[src/rtl/upd_pkg.sv]
// Shared types and character constants for the URL percent decoder.
package upd_pkg;

	typedef enum logic {
		JOB_SINGLE = 1'b0,
		JOB_QUAD   = 1'b1
	} job_kind_t;

	// One unit of work for the back end: a single byte or a four-byte raw escape.
	typedef struct packed {
		job_kind_t  kind;
		logic [7:0] ch_a;
		logic [7:0] ch_b;
	} job_t;

	typedef struct packed {
		logic idle;
	} fe_status_t;

	localparam logic [7:0] CHAR_PCT   = 8'h25;
	localparam logic [7:0] CHAR_PLUS  = 8'h2B;
	localparam logic [7:0] CHAR_SP    = 8'h20;
	localparam logic [7:0] CHAR_NL    = 8'h0A;
	localparam logic [7:0] CHAR_BTICK = 8'h60;
	localparam logic [7:0] CHAR_APOS  = 8'h27;

	localparam logic [1:0] IDX_FIRST = 2'd0;
	localparam logic [1:0] IDX_C1    = 2'd1;
	localparam logic [1:0] IDX_C2    = 2'd2;
	localparam logic [1:0] IDX_LAST  = 2'd3;

endpackage

[src/rtl/upd_front.sv]
// Front end: takes input words, tracks escape state and classifies into jobs.
module upd_front (
	input  logic               clk,
	input  logic               arst_n,
	input  logic               in_valid,
	output logic               in_stall,
	input  logic [7:0]         in_char,
	input  logic               text_end,
	input  logic               q_full,
	output logic               push,
	output upd_pkg::job_t      push_job,
	output upd_pkg::fe_status_t status
);

	typedef enum logic [2:0] {
		PH_IDLE   = 3'b001,
		PH_FIRST  = 3'b010,
		PH_SECOND = 3'b100
	} phase_t;

	phase_t     phase_q, phase_d;
	logic [7:0] first_q, first_d;
	logic       accept;
	logic       emit;

	typedef struct packed {
		logic       hit;
		logic [7:0] value;
	} pair_t;

	function automatic logic pass_char(input logic [7:0] c);
		logic alpha, digit;
		alpha = (c >= 8'h41 && c <= 8'h5A) || (c >= 8'h61 && c <= 8'h7A);
		digit = (c >= 8'h30 && c <= 8'h39);
		return alpha || digit || c == 8'h20 || c == 8'h0A || c == 8'h26 ||
			c == 8'h2E || c == 8'h3D || c == 8'h5F;
	endfunction

	function automatic pair_t lookup_pair(input logic [7:0] c1, input logic [7:0] c2);
		pair_t      r;
		logic       lo_ok;
		logic [3:0] lo;
		logic       ok;
		lo_ok = 1'b1;
		lo    = 4'd0;
		if (c2 >= 8'h30 && c2 <= 8'h39) begin
			lo = c2[3:0];
		end else if ((c2 >= 8'h41 && c2 <= 8'h46) || (c2 >= 8'h61 && c2 <= 8'h66)) begin
			lo = c2[3:0] + 4'd9;
		end else begin
			lo_ok = 1'b0;
		end
		unique case (c1)
			8'h32:   ok = (lo >= 4'd1);
			8'h33:   ok = (lo >= 4'd10);
			8'h34:   ok = (c2 == 8'h30);
			8'h35:   ok = (lo >= 4'd11);
			8'h36:   ok = (c2 == 8'h30);
			8'h37:   ok = (lo >= 4'd11) && (lo <= 4'd14);
			default: ok = 1'b0;
		endcase
		r.hit   = lo_ok && ok;
		r.value = {c1[3:0], lo};
		return r;
	endfunction

	pair_t pair;

	assign in_stall    = q_full;
	assign accept      = in_valid && !q_full;
	assign push        = accept && emit;
	assign status.idle = (phase_q == PH_IDLE);
	assign pair        = lookup_pair(first_q, in_char);

	always_comb begin
		phase_d        = phase_q;
		first_d        = first_q;
		emit           = 1'b0;
		push_job.kind  = upd_pkg::JOB_SINGLE;
		push_job.ch_a  = in_char;
		push_job.ch_b  = in_char;
		unique case (phase_q)
			PH_FIRST: begin
				phase_d = PH_SECOND;
				first_d = in_char;
			end
			PH_SECOND: begin
				phase_d = PH_IDLE;
				first_d = 8'h00;
				if (first_q == 8'h30 && (in_char == 8'h44 || in_char == 8'h64)) begin
					emit          = 1'b1;
					push_job.ch_a = upd_pkg::CHAR_NL;
				end else if (first_q == 8'h30 && (in_char == 8'h41 || in_char == 8'h61)) begin
					emit = 1'b0;
				end else if (pair.hit) begin
					emit          = 1'b1;
					push_job.ch_a = pair.value;
				end else begin
					emit          = 1'b1;
					push_job.kind = upd_pkg::JOB_QUAD;
					push_job.ch_a = first_q;
				end
			end
			default: begin
				phase_d = PH_IDLE;
				if (pass_char(in_char)) begin
					emit = 1'b1;
				end else if (in_char == upd_pkg::CHAR_PLUS) begin
					emit          = 1'b1;
					push_job.ch_a = upd_pkg::CHAR_SP;
				end else if (in_char == upd_pkg::CHAR_PCT) begin
					phase_d = PH_FIRST;
				end
			end
		endcase
		if (text_end) begin
			phase_d = PH_IDLE;
			first_d = 8'h00;
		end
	end

	always_ff @(posedge clk or negedge arst_n) begin
		if (!arst_n) begin
			phase_q <= PH_IDLE;
			first_q <= 8'h00;
		end else if (accept) begin
			phase_q <= phase_d;
			first_q <= first_d;
		end
	end

endmodule

[src/rtl/upd_queue.sv]
// Short job queue between front and back end.
module upd_queue #(
	parameter int DEPTH = 2
) (
	input  logic          clk,
	input  logic          arst_n,
	input  logic          push,
	input  upd_pkg::job_t push_job,
	input  logic          pop,
	output upd_pkg::job_t head,
	output logic          empty,
	output logic          full
);

	localparam int PW = (DEPTH > 1) ? $clog2(DEPTH) : 1;
	localparam int CW = $clog2(DEPTH + 1);

	upd_pkg::job_t  entry_q [DEPTH];
	logic [PW-1:0]  wr_ptr_q, rd_ptr_q;
	logic [CW-1:0]  count_q;

	assign empty = (count_q == '0);
	assign full  = (count_q == CW'(DEPTH));
	assign head  = entry_q[rd_ptr_q];

	always_ff @(posedge clk) begin
		if (push) begin
			entry_q[wr_ptr_q] <= push_job;
		end
	end

	always_ff @(posedge clk or negedge arst_n) begin
		if (!arst_n) begin
			wr_ptr_q <= '0;
			rd_ptr_q <= '0;
			count_q  <= '0;
		end else begin
			if (push) begin
				wr_ptr_q <= (wr_ptr_q == PW'(DEPTH - 1)) ? '0 : wr_ptr_q + PW'(1);
			end
			if (pop) begin
				rd_ptr_q <= (rd_ptr_q == PW'(DEPTH - 1)) ? '0 : rd_ptr_q + PW'(1);
			end
			if (push && !pop) begin
				count_q <= count_q + CW'(1);
			end else if (pop && !push) begin
				count_q <= count_q - CW'(1);
			end
		end
	end

endmodule

[src/rtl/upd_back.sv]
// Back end: expands queued jobs into output words, one byte per cycle while out_stall is low.
module upd_back (
	input  logic          clk,
	input  logic          arst_n,
	input  upd_pkg::job_t head,
	input  logic          empty,
	output logic          pop,
	output logic          out_valid,
	input  logic          out_stall,
	output logic [7:0]    out_char,
	output logic          run_last
);

	logic [1:0] idx_q;
	logic       out_valid_q;
	logic [7:0] out_char_q;
	logic       run_last_q;
	logic       load;
	logic       last;
	logic [7:0] sel_char;

	assign load = !out_valid_q || !out_stall;
	assign last = (head.kind == upd_pkg::JOB_SINGLE) || (idx_q == upd_pkg::IDX_LAST);
	assign pop  = load && !empty && last;

	always_comb begin
		case (idx_q)
			upd_pkg::IDX_FIRST:
				sel_char = (head.kind == upd_pkg::JOB_SINGLE) ? head.ch_a : upd_pkg::CHAR_BTICK;
			upd_pkg::IDX_C1: sel_char = head.ch_a;
			upd_pkg::IDX_C2: sel_char = head.ch_b;
			default:         sel_char = upd_pkg::CHAR_APOS;
		endcase
	end

	always_ff @(posedge clk or negedge arst_n) begin
		if (!arst_n) begin
			out_valid_q <= 1'b0;
			idx_q       <= upd_pkg::IDX_FIRST;
		end else if (load) begin
			out_valid_q <= !empty;
			if (!empty) begin
				idx_q <= last ? upd_pkg::IDX_FIRST : idx_q + 2'd1;
			end
		end
	end

	always_ff @(posedge clk) begin
		if (load && !empty) begin
			out_char_q <= sel_char;
			run_last_q <= last;
		end
	end

	assign out_valid = out_valid_q;
	assign out_char  = out_char_q;
	assign run_last  = run_last_q;

endmodule

[src/rtl/url_percent_decoder_core.sv]
// Top level of the URL percent decoder.
// Input channel: in_valid/in_stall carry one encoded byte (in_char) per word,
// with text_end set on the last byte of a text; escape state clears after it.
// Output channel: out_valid/out_stall carry one decoded byte (out_char) per
// word; run_last marks the last byte produced by a given input byte.
// The front end classifies each byte into a job (one byte, or a backtick form
// of four bytes for an unlisted escape) and pushes it into a QUEUE_DEPTH-entry
// job queue; bytes that produce nothing never enter the queue.
// An accepted input byte reaches the output through its queue entry and then the
// output register, given an empty queue and no stall.
// Throughput: one input byte per cycle while the queue has room; the back end
// emits one output byte per cycle while out_stall is low; a four-byte escape
// holds its entry until its last byte. The back end's byte counter sets the rate.
// in_stall is high exactly when the queue is full.
// Reset clears escape state, the queue and the output register; no clearing
// pass is needed. While out_stall is high the output word is held and the
// queue keeps filling until full.
module url_percent_decoder_core #(
	parameter int QUEUE_DEPTH = 2
) (
	input  logic       clk,
	input  logic       arst_n,
	input  logic       in_valid,
	output logic       in_stall,
	input  logic [7:0] in_char,
	input  logic       text_end,
	output logic       out_valid,
	input  logic       out_stall,
	output logic [7:0] out_char,
	output logic       run_last
);

	upd_pkg::job_t       push_job, head;
	upd_pkg::fe_status_t fe_status;
	logic                push, pop, q_empty, q_full;

	upd_front u_front (
		.clk      (clk),
		.arst_n   (arst_n),
		.in_valid (in_valid),
		.in_stall (in_stall),
		.in_char  (in_char),
		.text_end (text_end),
		.q_full   (q_full),
		.push     (push),
		.push_job (push_job),
		.status   (fe_status)
	);

	upd_queue #(
		.DEPTH (QUEUE_DEPTH)
	) u_queue (
		.clk      (clk),
		.arst_n   (arst_n),
		.push     (push),
		.push_job (push_job),
		.pop      (pop),
		.head     (head),
		.empty    (q_empty),
		.full     (q_full)
	);

	upd_back u_back (
		.clk       (clk),
		.arst_n    (arst_n),
		.head      (head),
		.empty     (q_empty),
		.pop       (pop),
		.out_valid (out_valid),
		.out_stall (out_stall),
		.out_char  (out_char),
		.run_last  (run_last)
	);

	a_pop_nonempty: assert property (@(posedge clk) disable iff (!arst_n)
		pop |-> !q_empty)
		else $error("job popped from empty queue");

	a_text_end_clears: assert property (@(posedge clk) disable iff (!arst_n)
		in_valid && !in_stall && text_end |=> fe_status.idle)
		else $error("escape state survived end of text");

	a_back_drains: assert property (@(posedge clk) disable iff (!arst_n)
		!q_empty && !out_valid |=> out_valid)
		else $error("queued job not emitted while output free");

endmodule

[config.mk]
export PLATFORM = sky130hd
export DESIGN_NAME = url_percent_decoder_core
export DESIGN_NICKNAME = d
export VERILOG_FILES = /design/src/rtl/upd_pkg.sv /design/src/rtl/upd_front.sv /design/src/rtl/upd_queue.sv /design/src/rtl/upd_back.sv /design/src/rtl/url_percent_decoder_core.sv
export SDC_FILE = /design/constraint.sdc
export NUM_CORES = 1
export LEC_CHECK = 0
export BUFFER_PORTS_ARGS = -buffer_cell sky130_fd_sc_hd__buf_2
export CAP_MARGIN = 20
export CORE_MARGIN = 5
export CORE_UTILIZATION = 50
export DETAILED_ROUTE_END_ITERATION = 10
export HOLD_SLACK_MARGIN = 0.1
export PLACE_DENSITY = 0.68
export SETUP_SLACK_MARGIN = 0.3
export SYNTH_ARGS = -nofsm -noshare
export SYNTH_HDL_FRONTEND = slang
export SYNTH_SLANG_ARGS = --single-unit
[constraint.sdc]
create_clock -name clk -period 3.6 [get_ports clk]
set_input_delay 0.18 -clock clk [delete_from_list [all_inputs] [get_ports clk]]
set_output_delay 0.18 -clock clk [all_outputs]
set_load 0.02 [all_outputs]
==> flow_summary_export.csv, run 1 <==
group,metric,value,unit
synthesis,synth-simple-area-share,0.182,
synthesis,synth_xor_area_frac,0.0182,
timing,fmax,376,MHz
synthesis,ys_types,65,
critical_path,critPathKind,"reg2reg",
synthesis,synth_compound_area_frac,0.135,
drt,finalWirelength,6.92,mm
power_and_ir_drop,pwr-share-clk,0.262,
floorplanning,design.die.area,8460,sq um
global_route,grt_max_degree,20,
critical_path,crit_path_start_kind,"flip-flop",
timing,slew_headroom,0.468,
timing,setup_viol,0,
global_route,antenna_found_initial,0,
drt,vias,2326,
critical_path,cp.arrival,2.64,ns
floorplanning,die_y,92.0,um
finish,nNetsFinal,345,
synthesis,synth_top_family_by_area,"simple AND/OR/NAND/NOR gates",
finish,final_cell_mix,"edfxtp_1, nor2_1, nand2_1",
critical_path,crit_fanout,17,
drt,drt_iter0_drc,154,
floorplanning,dieWidth,92.0,um
global_route,grt_pass1_vias,2386,
timing,holdWs,0.205,ns
critical_path,path_cells,"nor4_1 -> and4bb_2 -> a31o_2 -> o21a_1 -> nor2_1 -> and2_1",
global_route,track_usage,0.177,
cts,clk_path_buf_depth,2,
status,status,"completed",
min_path,hold_path.class,"in2reg",
synthesis,ys_seq_area_frac,0.519,
drt,routedWlPerCell,17.2,um
cts,h-tree-depth,3,
finish,diodes,0,
power_and_ir_drop,power_density,598,nW/um^2
synthesis,ys_ff_latch,61,
power_and_ir_drop,netSwitchingFraction,0.327,
finish,area_growth,10.0,%
timing,fin_skew,0.00935,ns
place,gp_congestion,0.980,
power_and_ir_drop,seqPwrFrac,0.443,
cts,cts_tree,"yes",
power_and_ir_drop,p_leak,0.00140,uW
place,dp_hpwl,4.95,mm
synthesis,synth_nets,321,
cts,ctsResizeCount,0,
place,portBuffers,23,
synthesis,synth_ff_type,"edfxtp_1",
drt,ant_nets,0,
synthesis,postSynthAreaPerCell,11.3,sq um
critical_path,cp_slowest_stage_delay,0.57,ns
flow_run,maxCapViolations,0,
finish,fin_cells,403,
floorplanning,start_util,0.520,
synthesis,synth.cell_area,3360,sq um
timing,max_slew.worst_pin.slew,0.799,ns
timing,rsz0062_at_grt,"no",
power_and_ir_drop,combPwrFrac,0.295,
finish,fin_area,3700,sq um
place,postPlaceCellArea,3490,sq um
global_route,grt_first_pass_wirelength,11.7,mm
timing,final.min_clock_period,2.66,ns
critical_path,cp-end-kind,"flip-flop",
global_route,overflow,0,
synthesis,netlist_instances,297,
min_path,min_from,"in_char[7]",
synthesis,synth_top_area_cell,"edfxtp_1",
floorplanning,ios,24,
cts,cts_sinks,61,
cts,clk_latency,0.34,ns
min_path,whs_endpoint,"u_front.first_q[7]",
critical_path,slowest_stage,"nor4_1",
synthesis,yosys-top-cells-area,"edfxtp_1, dfrtp_1, ha_1",
drt,drtPass1Iterations,4,
drt,avgViaCountPerCell,5.77,
critical_path,r2r-start,"u_front.first_q[3]",
critical_path,regToRegSetupSlack,0.94,ns
timing,slew_viol_final,0,
timing,fin_setup_tns,0,ns
power_and_ir_drop,ir_drop,0.240,mV
synthesis,synthAdderAreaFrac,0.0410,
cts,path_clk_slew,0.07,ns
timing,fin_crit_sh,0.739,
critical_path,r2r_cells,6,
floorplanning,core_area,6460,sq um
finish,drive_gt1_frac,0.199,
floorplanning,rows,29,
critical_path,required,3.58,ns
place,place_inst,385,
drt,route.detailed.drc,0,
synthesis,async_reset_ff_frac,0.295,
synthesis,yosysWarningCount,0,
timing,hold_violations,0,
cts,clockRootBuffer,"clkbuf_8",
power_and_ir_drop,p_sw,722,uW
synthesis,synth_edf_count,43,
critical_path,r2r-end,"u_queue.entry_q[1][4]",
synthesis,synth_mux_area_frac,0.0663,
power_and_ir_drop,intPower,1490,uW
finish,final_common_cell,"edfxtp_1",
synthesis,synth_top_area_share,0.384,
critical_path,worst-path-buf-inv,0,
critical_path,path_delay_family,"simple AND/OR/NAND/NOR gates",
finish,finish.utilization,0.572,
min_path,hold_depth,3,
cts,cts_buffers,9,
## routing by layer
layer  vias to the layer above  wire length [um]  global-route usage
met4                         0               129              0.0792
met2                        83              3280               0.276
met5                         -                 0                   0
met3                        12               455              0.0532
li1                       1149                 -                   -
met1                      1082              3060               0.229
## per-stage QoR
step | setup WS, ns | total power [uW]
6_report | 0.940 | 2210
4_1_cts | 0.925 | 2230
2_1_floorplan | 0.620 | 1470
3_3_place_gp | 0.670 | 1640
3_5_place_dp | 0.597 | 1650
5_1_grt | 0.707 | 2350
## flip-flops by register name (all words and copies together) (netlist names)
name	count
u_back.run_last	1
u_queue.count_q	2
u_back.idx_q	2
u_queue.entry_q	34
u_front.first_q	8
u_front.phase_q	3
u_queue.wr_ptr_q	1
u_back.out_valid	1
u_queue.rd_ptr_q	1
u_back.out_char	8
## repair_timing
item / CTS / global route
endpoints found under the hold margin: 19 / 0
hold buffers: 2 / 0
endpoints found under the setup margin: 0 / 0
buffers inserted: 0 / 0
## power groups by stage
stage | clock network, uW | registers, uW | logic [uW]
6_report | 580 | 979 | 653
2_1_floorplan | 0 | 1060 | 406
3_3_place_gp | 0 | 992 | 650
3_5_place_dp | 0 | 996 | 655
4_1_cts | 589 | 982 | 662
5_1_grt | 628 | 995 | 732
## worst register-to-register path, stage by stage (launching register included)
cell	delay (ns)
dfrtp_1	0.40
nor4_1	0.57
and4bb_2	0.39
a31o_2	0.24
o21a_1	0.17
nor2_1	0.08
and2_1	0.44
## worst max-delay path by stage
stage | start | to | cells past startpoint
final | u_front.first_q[3] | u_queue.entry_q[1][4] | 6
after global routing | in_char[1] | u_queue.entry_q[1][4] | 10
after CTS | u_front.first_q[3] | u_queue.entry_q[1][5] | 6
after detailed placement | in_char[1] | u_queue.entry_q[1][0] | 10
after global placement | in_char[1] | u_queue.entry_q[1][1] | 10
after floorplan | in_char[1] | u_queue.entry_q[0][0] | 10
## cell usage after synthesis, types with 5 or more instances
cell type,number
nand2b_1,7
edfxtp_1,43
a21oi_1,16
inv_1,5
nor2_1,30
nand3_1,5
mux2_2,10
o21ai_0,14
nor3_1,6
nand2_1,30
mux2i_1,11
a22o_1,7
dfrtp_1,17
ha_1,11
## final cells by class
type | instances | area (sq um)
fillers | 578 | 2760
flip-flops and latches | 61 | 1740
multi-input cells | 215 | 1490
repair buffers | 29 | 165
clock buffers | 11 | 131
well taps | 77 | 96.3
clock inverters | 5 | 51.3
inverters | 5 | 18.8
## logic make-up (layout without fill, tap and decap cells)
family	count (synthesis)	count (layout)
buffers and inverters	21	50
and+or+nand+nor	112	112
xor gates and xnor gates	7	7
AOI/OAI and AO/OA	64	64
muxes	21	21
DFF	61	61
adders and majority gates	11	11
Note: power is estimated with default switching activity, not from simulation.
==> inputs of run 2 (changes only) <==
--- a/config.mk
+++ b/config.mk
@@ -5,6 +5,7 @@
 export SDC_FILE = /design/constraint.sdc
 export NUM_CORES = 1
 export LEC_CHECK = 0
+export ABC_AREA = 1
 export BUFFER_PORTS_ARGS = -buffer_cell sky130_fd_sc_hd__buf_2
 export CAP_MARGIN = 20
 export CORE_MARGIN = 5
==> constraint.sdc (replaced) <==
create_clock -name clk -period 2.6 [get_ports clk]
set_input_delay 0.13 -clock clk [delete_from_list [all_inputs] [get_ports clk]]
set_output_delay 0.13 -clock clk [all_outputs]
set_load 0.02 [all_outputs]
==> flow_summary_export.csv, run 2 <==
group,metric,value,unit
finish,drive_gt1_frac,0.158,
finish,largest-register,"u_queue.entry_q",
drt,avgViaCountPerCell,5.42,
synthesis,synth.cell_area,3290,sq um
floorplanning,core_area,6390,sq um
synthesis,synth_nets,398,
power_and_ir_drop,power_density,832,nW/um^2
floorplanning,ios,24,
timing,hold_violations,0,
min_path,hold_depth,3,
cts,path_clk_slew,0.07,ns
synthesis,yosysMostFrequentCell,"nand2_1",
timing,slew_headroom,0.608,
finish,nNetsFinal,443,
global_route,overflow,0,
floorplanning,design.die.area,8300,sq um
global_route,grt_max_degree,19,
place,dp_hpwl,5.26,mm
finish,diodes,0,
finish,area_growth,17.3,%
global_route,track_usage,0.184,
timing,fin_skew,0.00769,ns
cts,clockRootBuffer,"clkbuf_8",
synthesis,ys_types,30,
synthesis,synth_top_area_cell,"edfxtp_1",
global_route,grt_pass1_vias,2526,
power_and_ir_drop,pwr-share-clk,0.255,
power_and_ir_drop,intPower,2090,uW
finish,final_cell_mix,"nand2_1, inv_1, edfxtp_1",
finish,finish.utilization,0.604,
synthesis,yosysWarningCount,0,
global_route,grt_first_pass_wirelength,12.3,mm
power_and_ir_drop,p_sw,1120,uW
timing,max_slew.worst_pin.slew,0.582,ns
min_path,whs_endpoint,"u_front.first_q[7]",
place,portBuffers,23,
synthesis,synth_ff_type,"edfxtp_1",
synthesis,ys_seq_area_frac,0.530,
finish,n_fill_cell,548,
cts,h-tree-depth,3,
critical_path,critPathKind,"reg2reg",
floorplanning,dieWidth,91.1,um
flow_run,maxCapViolations,0,
floorplanning,die_y,91.1,um
drt,vias,2715,
critical_path,crit_path_start_kind,"flip-flop",
drt,route.detailed.drc,0,
drt,drtPass1Iterations,6,
critical_path,required,2.81,ns
timing,holdWs,0.119,ns
timing,fin_setup_tns,0,ns
drt,drt_iter0_drc,189,
critical_path,r2r-end,"u_queue.count_q[1]",
timing,rsz0062_at_grt,"no",
floorplanning,rows,29,
synthesis,async_reset_ff_frac,0.295,
min_path,min_from,"in_char[7]",
critical_path,cp.arrival,2.34,ns
status,status,"completed",
cts,clk_path_buf_depth,2,
synthesis,netlist_instances,374,
place,gp_congestion,0.971,
critical_path,cp-end-kind,"flip-flop",
synthesis,synth_common_cells,"nand2_1, inv_1, edfxtp_1",
critical_path,regToRegSetupSlack,0.47,ns
synthesis,postSynthAreaPerCell,8.79,sq um
synthesis,ys_ff_latch,61,
timing,fin_crit_sh,0.821,
timing,fmax,469,MHz
power_and_ir_drop,netSwitchingFraction,0.348,
critical_path,r2r-start,"u_front.first_q[4]",
global_route,antenna_found_initial,0,
timing,final.min_clock_period,2.13,ns
finish,largest_reg_flops,34,
min_path,hold_path.class,"in2reg",
timing,setup_viol,0,
critical_path,crit_fanout,4,
drt,routedWlPerCell,14.9,um
synthesis,synth_top_area_share,0.393,
finish,final_common_cell,"nand2_1",
power_and_ir_drop,p_leak,0.00171,uW
cts,cts_sinks,61,
power_and_ir_drop,ir_drop,0.570,mV
cts,cts_tree,"yes",
drt,ant_nets,0,
synthesis,synth_edf_count,43,
critical_path,r2r_cells,13,
cts,clk_latency,0.33,ns
timing,slew_viol_final,0,
power_and_ir_drop,seqPwrFrac,0.423,
floorplanning,start_util,0.515,
drt,finalWirelength,7.46,mm
cts,cts_buffers,9,
power_and_ir_drop,combPwrFrac,0.322,
synthesis,yosys-top-cells-area,"edfxtp_1, dfrtp_1, nand2_1",
## run 2: cell count changes in the layout (fill, tap and decap cells not counted), moves of 7 or more
cell / change
a22o_1: -7
inv_1: +44
mux2_2: -10
mux2i_1: -11
nand2_1: +56
nand2b_1: -7
nand3_1: +22
nand4_1: +10
o21ai_0: +16
## run 2: routing by layer
| metal | global-route usage | vias to the layer above | wire [um] |
|---|---|---|---|
| li1 | - | 1349 | - |
| met1 | 0.251 | 1289 | 3450 |
| met2 | 0.284 | 64 | 3590 |
| met3 | 0.0438 | 13 | 317 |
| met4 | 0.0709 | 0 | 106 |
| met5 | 0 | - | 0 |
## run 2: critical path, cell delays in order (launching register included)
cell and delay, ns:
dfrtp_1 0.37, nand2_1 0.07, nor3_2 0.24, inv_1 0.11, nor2_2 0.16, nand3_2 0.11, nand2_1 0.10, nand2_1 0.06
nand3_2 0.10, inv_1 0.08, ha_4 0.25, a21oi_1 0.10, o21ai_0 0.11, xor2_1 0.15
## run 2: final cells by class
class                      instances  area (sq um)  area share
clock inverter                     5          51.3      0.0133
tap                               77          96.3      0.0250
sequential                        61          1740       0.452
multi-input combinational        256          1350       0.350
timing repair buffer              40           283      0.0733
inverter                          51           191      0.0496
clock buffer                      11           141      0.0367
## run 2: power groups by stage
| stage | clock network [uW] | logic, uW | registers (uW) |
|---|---|---|---|
| 6_report | 817 | 1030 | 1360 |
| 5_1_grt | 879 | 1160 | 1370 |
| 4_1_cts | 829 | 998 | 1360 |
| 3_5_place_dp | 0 | 982 | 1380 |
| 3_3_place_gp | 0 | 967 | 1370 |
| 2_1_floorplan | 0 | 573 | 1470 |
## run 2: worst max-delay path by stage
stage                            start                     to  slack, ns  depth (start not counted)
finish              u_front.first_q[4]     u_queue.count_q[1]       0.47                         13
global route        u_front.first_q[4]     u_queue.count_q[1]       0.32                         13
CTS                 u_front.first_q[7]     u_queue.count_q[1]       0.34                         12
detailed placement          in_char[1]     u_queue.count_q[1]       0.16                         15
global placement            in_char[1]     u_queue.count_q[1]       0.23                         15
floorplan                   in_char[0]  u_queue.entry_q[1][0]       0.19                         10
## run 2: timing repair
action	4_1_cts	5_1_grt
endpoints found under the setup margin	1	1
gates resized for setup	1	4
hold buffers	6	0
setup buffers	0	3
pin swaps	0	2
endpoints found under the hold margin	27	0
## run 2: kinds of logic after synthesis
group                      synth area share
and+or+nand+nor                       0.250
DFF                                   0.530
AOI/OAI and AO/OA                    0.0936
buffers and inverters                0.0681
adders and majority gates            0.0419
xor gates and xnor gates             0.0160
## run 2: through the flow
step	setup WS, ns	cell area [sq um]	power [uW]	std cells
2_1_floorplan	0.195	3290	2050	374
3_3_place_gp	0.230	3550	2330	476
3_5_place_dp	0.157	3550	2360	476
4_1_cts	0.337	3810	3190	498
5_1_grt	0.320	3860	3410	501
6_report	0.466	3860	3210	501
==> inputs of run 3 (changes only) <==
--- a/config.mk
+++ b/config.mk
@@ -12,7 +12,7 @@
 export CORE_UTILIZATION = 50
 export DETAILED_ROUTE_END_ITERATION = 10
 export HOLD_SLACK_MARGIN = 0.1
-export PLACE_DENSITY = 0.68
+export PLACE_DENSITY = 0.71
 export SETUP_SLACK_MARGIN = 0.3
 export SYNTH_ARGS = -nofsm -noshare
 export SYNTH_HDL_FRONTEND = slang
==> constraint.sdc (replaced) <==
create_clock -name clk -period 1.85 [get_ports clk]
set_input_delay 0.0925 -clock clk [delete_from_list [all_inputs] [get_ports clk]]
set_output_delay 0.0925 -clock clk [all_outputs]
set_load 0.02 [all_outputs]
==> flow_summary_export.csv, run 3 (synthesis gave the netlist of run 2 again) <==
group,metric,value,unit
cts,cts_tree,"yes",
finish,largest-register,"u_queue.entry_q",
cts,clk_path_buf_depth,2,
floorplanning,rows,29,
finish,diodes,0,
finish,seqCellArea,1740,sq um
drt,ant_nets,0,
floorplanning,ios,24,
critical_path,crit_path_start_kind,"flip-flop",
global_route,track_usage,0.210,
power_and_ir_drop,p_leak,0.00210,uW
drt,drt_iter0_drc,190,
place,dp_slack,-0.283,ns
drt,route.detailed.drc,0,
floorplanning,core_area,6390,sq um
global_route,antenna_found_initial,0,
critical_path,cp.arrival,2.01,ns
finish,fin_cells,568,
drt,vias,3027,
finish,fin_area,4750,sq um
timing,max_slew.worst_pin.slew,0.434,ns
critical_path,path_cells,"nor3_4 -> buf_4 -> nand4_1 -> o21ai_1 -> nor2_1 -> nand2_1 -> nand3_1 -> nand2_1 -> nand2_2 -> nand2_4 -> nand2_2 -> nand3_2 -> o21ai_2",
finish,multi_input_area,1630,sq um
cts,cts_buffers,9,
timing,fmax,517,MHz
power_and_ir_drop,ir_drop,1.06,mV
min_path,hold_path.class,"in2reg",
place,place_inst,528,
floorplanning,die_y,91.1,um
global_route,grt_pass1_vias,2913,
timing,rsz0062_at_grt,"yes",
finish,area_growth,44.5,%
timing,setup_viol,51,
finish,finish.utilization,0.744,
timing,hold_violations,0,
drt,avgViaCountPerCell,5.33,
finish,final_cell_mix,"nand2_1, buf_4, edfxtp_1",
global_route,overflow,0,
finish,nNetsFinal,510,
timing,slew_viol_final,0,
place,gp_congestion,0.989,
drt,routedWlPerCell,15.3,um
cts,clk_latency,0.33,ns
power_and_ir_drop,p_total,5120,uW
cts,h-tree-depth,3,
power_and_ir_drop,netSwitchingFraction,0.354,
power_and_ir_drop,p_sw,1810,uW
place,portBuffers,23,
critical_path,path_delay_family,"simple AND/OR/NAND/NOR gates",
flow_run,maxCapViolations,0,
finish,final_common_cell,"nand2_1",
timing,fin_skew,0.00683,ns
global_route,grt_first_pass_wirelength,13.9,mm
timing,worst_slack,-0.0834,ns
cts,cts_sinks,61,
status,violations,"setup timing",
power_and_ir_drop,combPwrFrac,0.389,
drt,finalWirelength,8.67,mm
timing,fin_crit_sh,1.05,
finish,largest_reg_flops,34,
finish,n_fill_cell,439,
critical_path,slowest_stage,"dfrtp_1",
status,status,"complete, but fails checks",
global_route,grt_max_degree,19,
critical_path,cp-end-kind,"flip-flop",
critical_path,cp_slowest_stage_delay,0.43,ns
finish,drive_gt1_frac,0.426,
power_and_ir_drop,seqPwrFrac,0.377,
critical_path,worst-path-buf-inv,1,
drt,drtPass1Iterations,5,
floorplanning,design.die.area,8300,sq um
floorplanning,dieWidth,91.1,um
power_and_ir_drop,pwr-share-clk,0.234,
cts,clockRootBuffer,"clkbuf_8",
critical_path,required,1.93,ns
timing,slew_headroom,0.710,
critical_path,critPathKind,"reg2reg",
place,dp_hpwl,5.93,mm
power_and_ir_drop,power_density,1080,nW/um^2
critical_path,crit_fanout,8,
cts,path_clk_slew,0.07,ns
power_and_ir_drop,intPower,3310,uW
floorplanning,start_util,0.515,
place,postPlaceCellArea,4090,sq um
timing,final.min_clock_period,1.93,ns
[run 3: cell types whose count changed in the layout (fill, tap and decap cells not counted), sizes merged]
| cell | before | now |
|---|---|---|
| buf | 34 | 103 |
| clkbuf | 11 | 12 |
| clkinv | 3 | 2 |
| clkinvlp | 1 | 3 |
| dlygate4sd3 | 6 | 4 |
| inv | 51 | 49 |
[run 3: cell type report]
| cell class | count | share of cell area |
|---|---|---|
| Inverter | 51 | 0.0419 |
| Timing Repair Buffer | 107 | 0.184 |
| Tap cell | 77 | 0.0203 |
| Clock inverter | 4 | 0.0100 |
| Sequential cell | 61 | 0.367 |
| Clock buffer | 12 | 0.0327 |
| Multi-Input combinational cell | 256 | 0.344 |
[run 3: per-layer routing]
layer / up-vias / global-route usage / wire, um
li1: 1480 / - / -
met1: 1448 / 0.267 / 3680
met2: 80 / 0.352 / 4390
met3: 19 / 0.0438 / 354
met4: 0 / 0.0831 / 237
met5: - / 0 / 0
[run 3: timing repair]
item	CTS	global route
resized for setup	31	43
pin swaps	16	14
endpoints found under the setup margin	61	70
cloned	2	0
setup buffers	11	7
hold buffers	4	0
hold endpoints to repair	23	0
[run 3: power groups by stage]
| stage | Clock [uW] | Combinational (uW) | Sequential, uW |
|---|---|---|---|
| after CTS | 1220 | 1760 | 1930 |
| final | 1200 | 1990 | 1930 |
| after global placement | 0 | 1540 | 1930 |
| after global routing | 1280 | 2180 | 1950 |
| after detailed placement | 0 | 1570 | 1950 |
| after floorplan | 0 | 864 | 2080 |
[run 3: metrics by stage]
stage / hold slack [ns] / setup TNS, ns
floorplan: -0.203 / -0.0259
global placement: 0.0474 / -9.01
detailed placement: 0.0515 / -10.50
CTS: 0.106 / -0.740
global route: 0.122 / -6.30
finish: 0.137 / -1.32
[run 3: worst paths after layout]
| path | startpoint | slack, ns | cells past startpoint | endpoint |
|---|---|---|---|---|
| worst min register to register | u_back.out_valid | 0.56 | 2 | u_back.out_valid |
| max in group asynchronous | arst_n | 1.29 | 2 | u_front.phase_q[0] |
| worst min-delay path | in_char[5] | 0.14 | 2 | u_queue.entry_q[0][5] |
| worst max-delay path | u_front.first_q[7] | -0.08 | 13 | u_queue.entry_q[0][12] |
| min in group asynchronous | arst_n | 0.22 | 2 | u_back.idx_q[0] |
| worst max register to register | u_front.first_q[7] | -0.08 | 13 | u_queue.entry_q[0][12] |
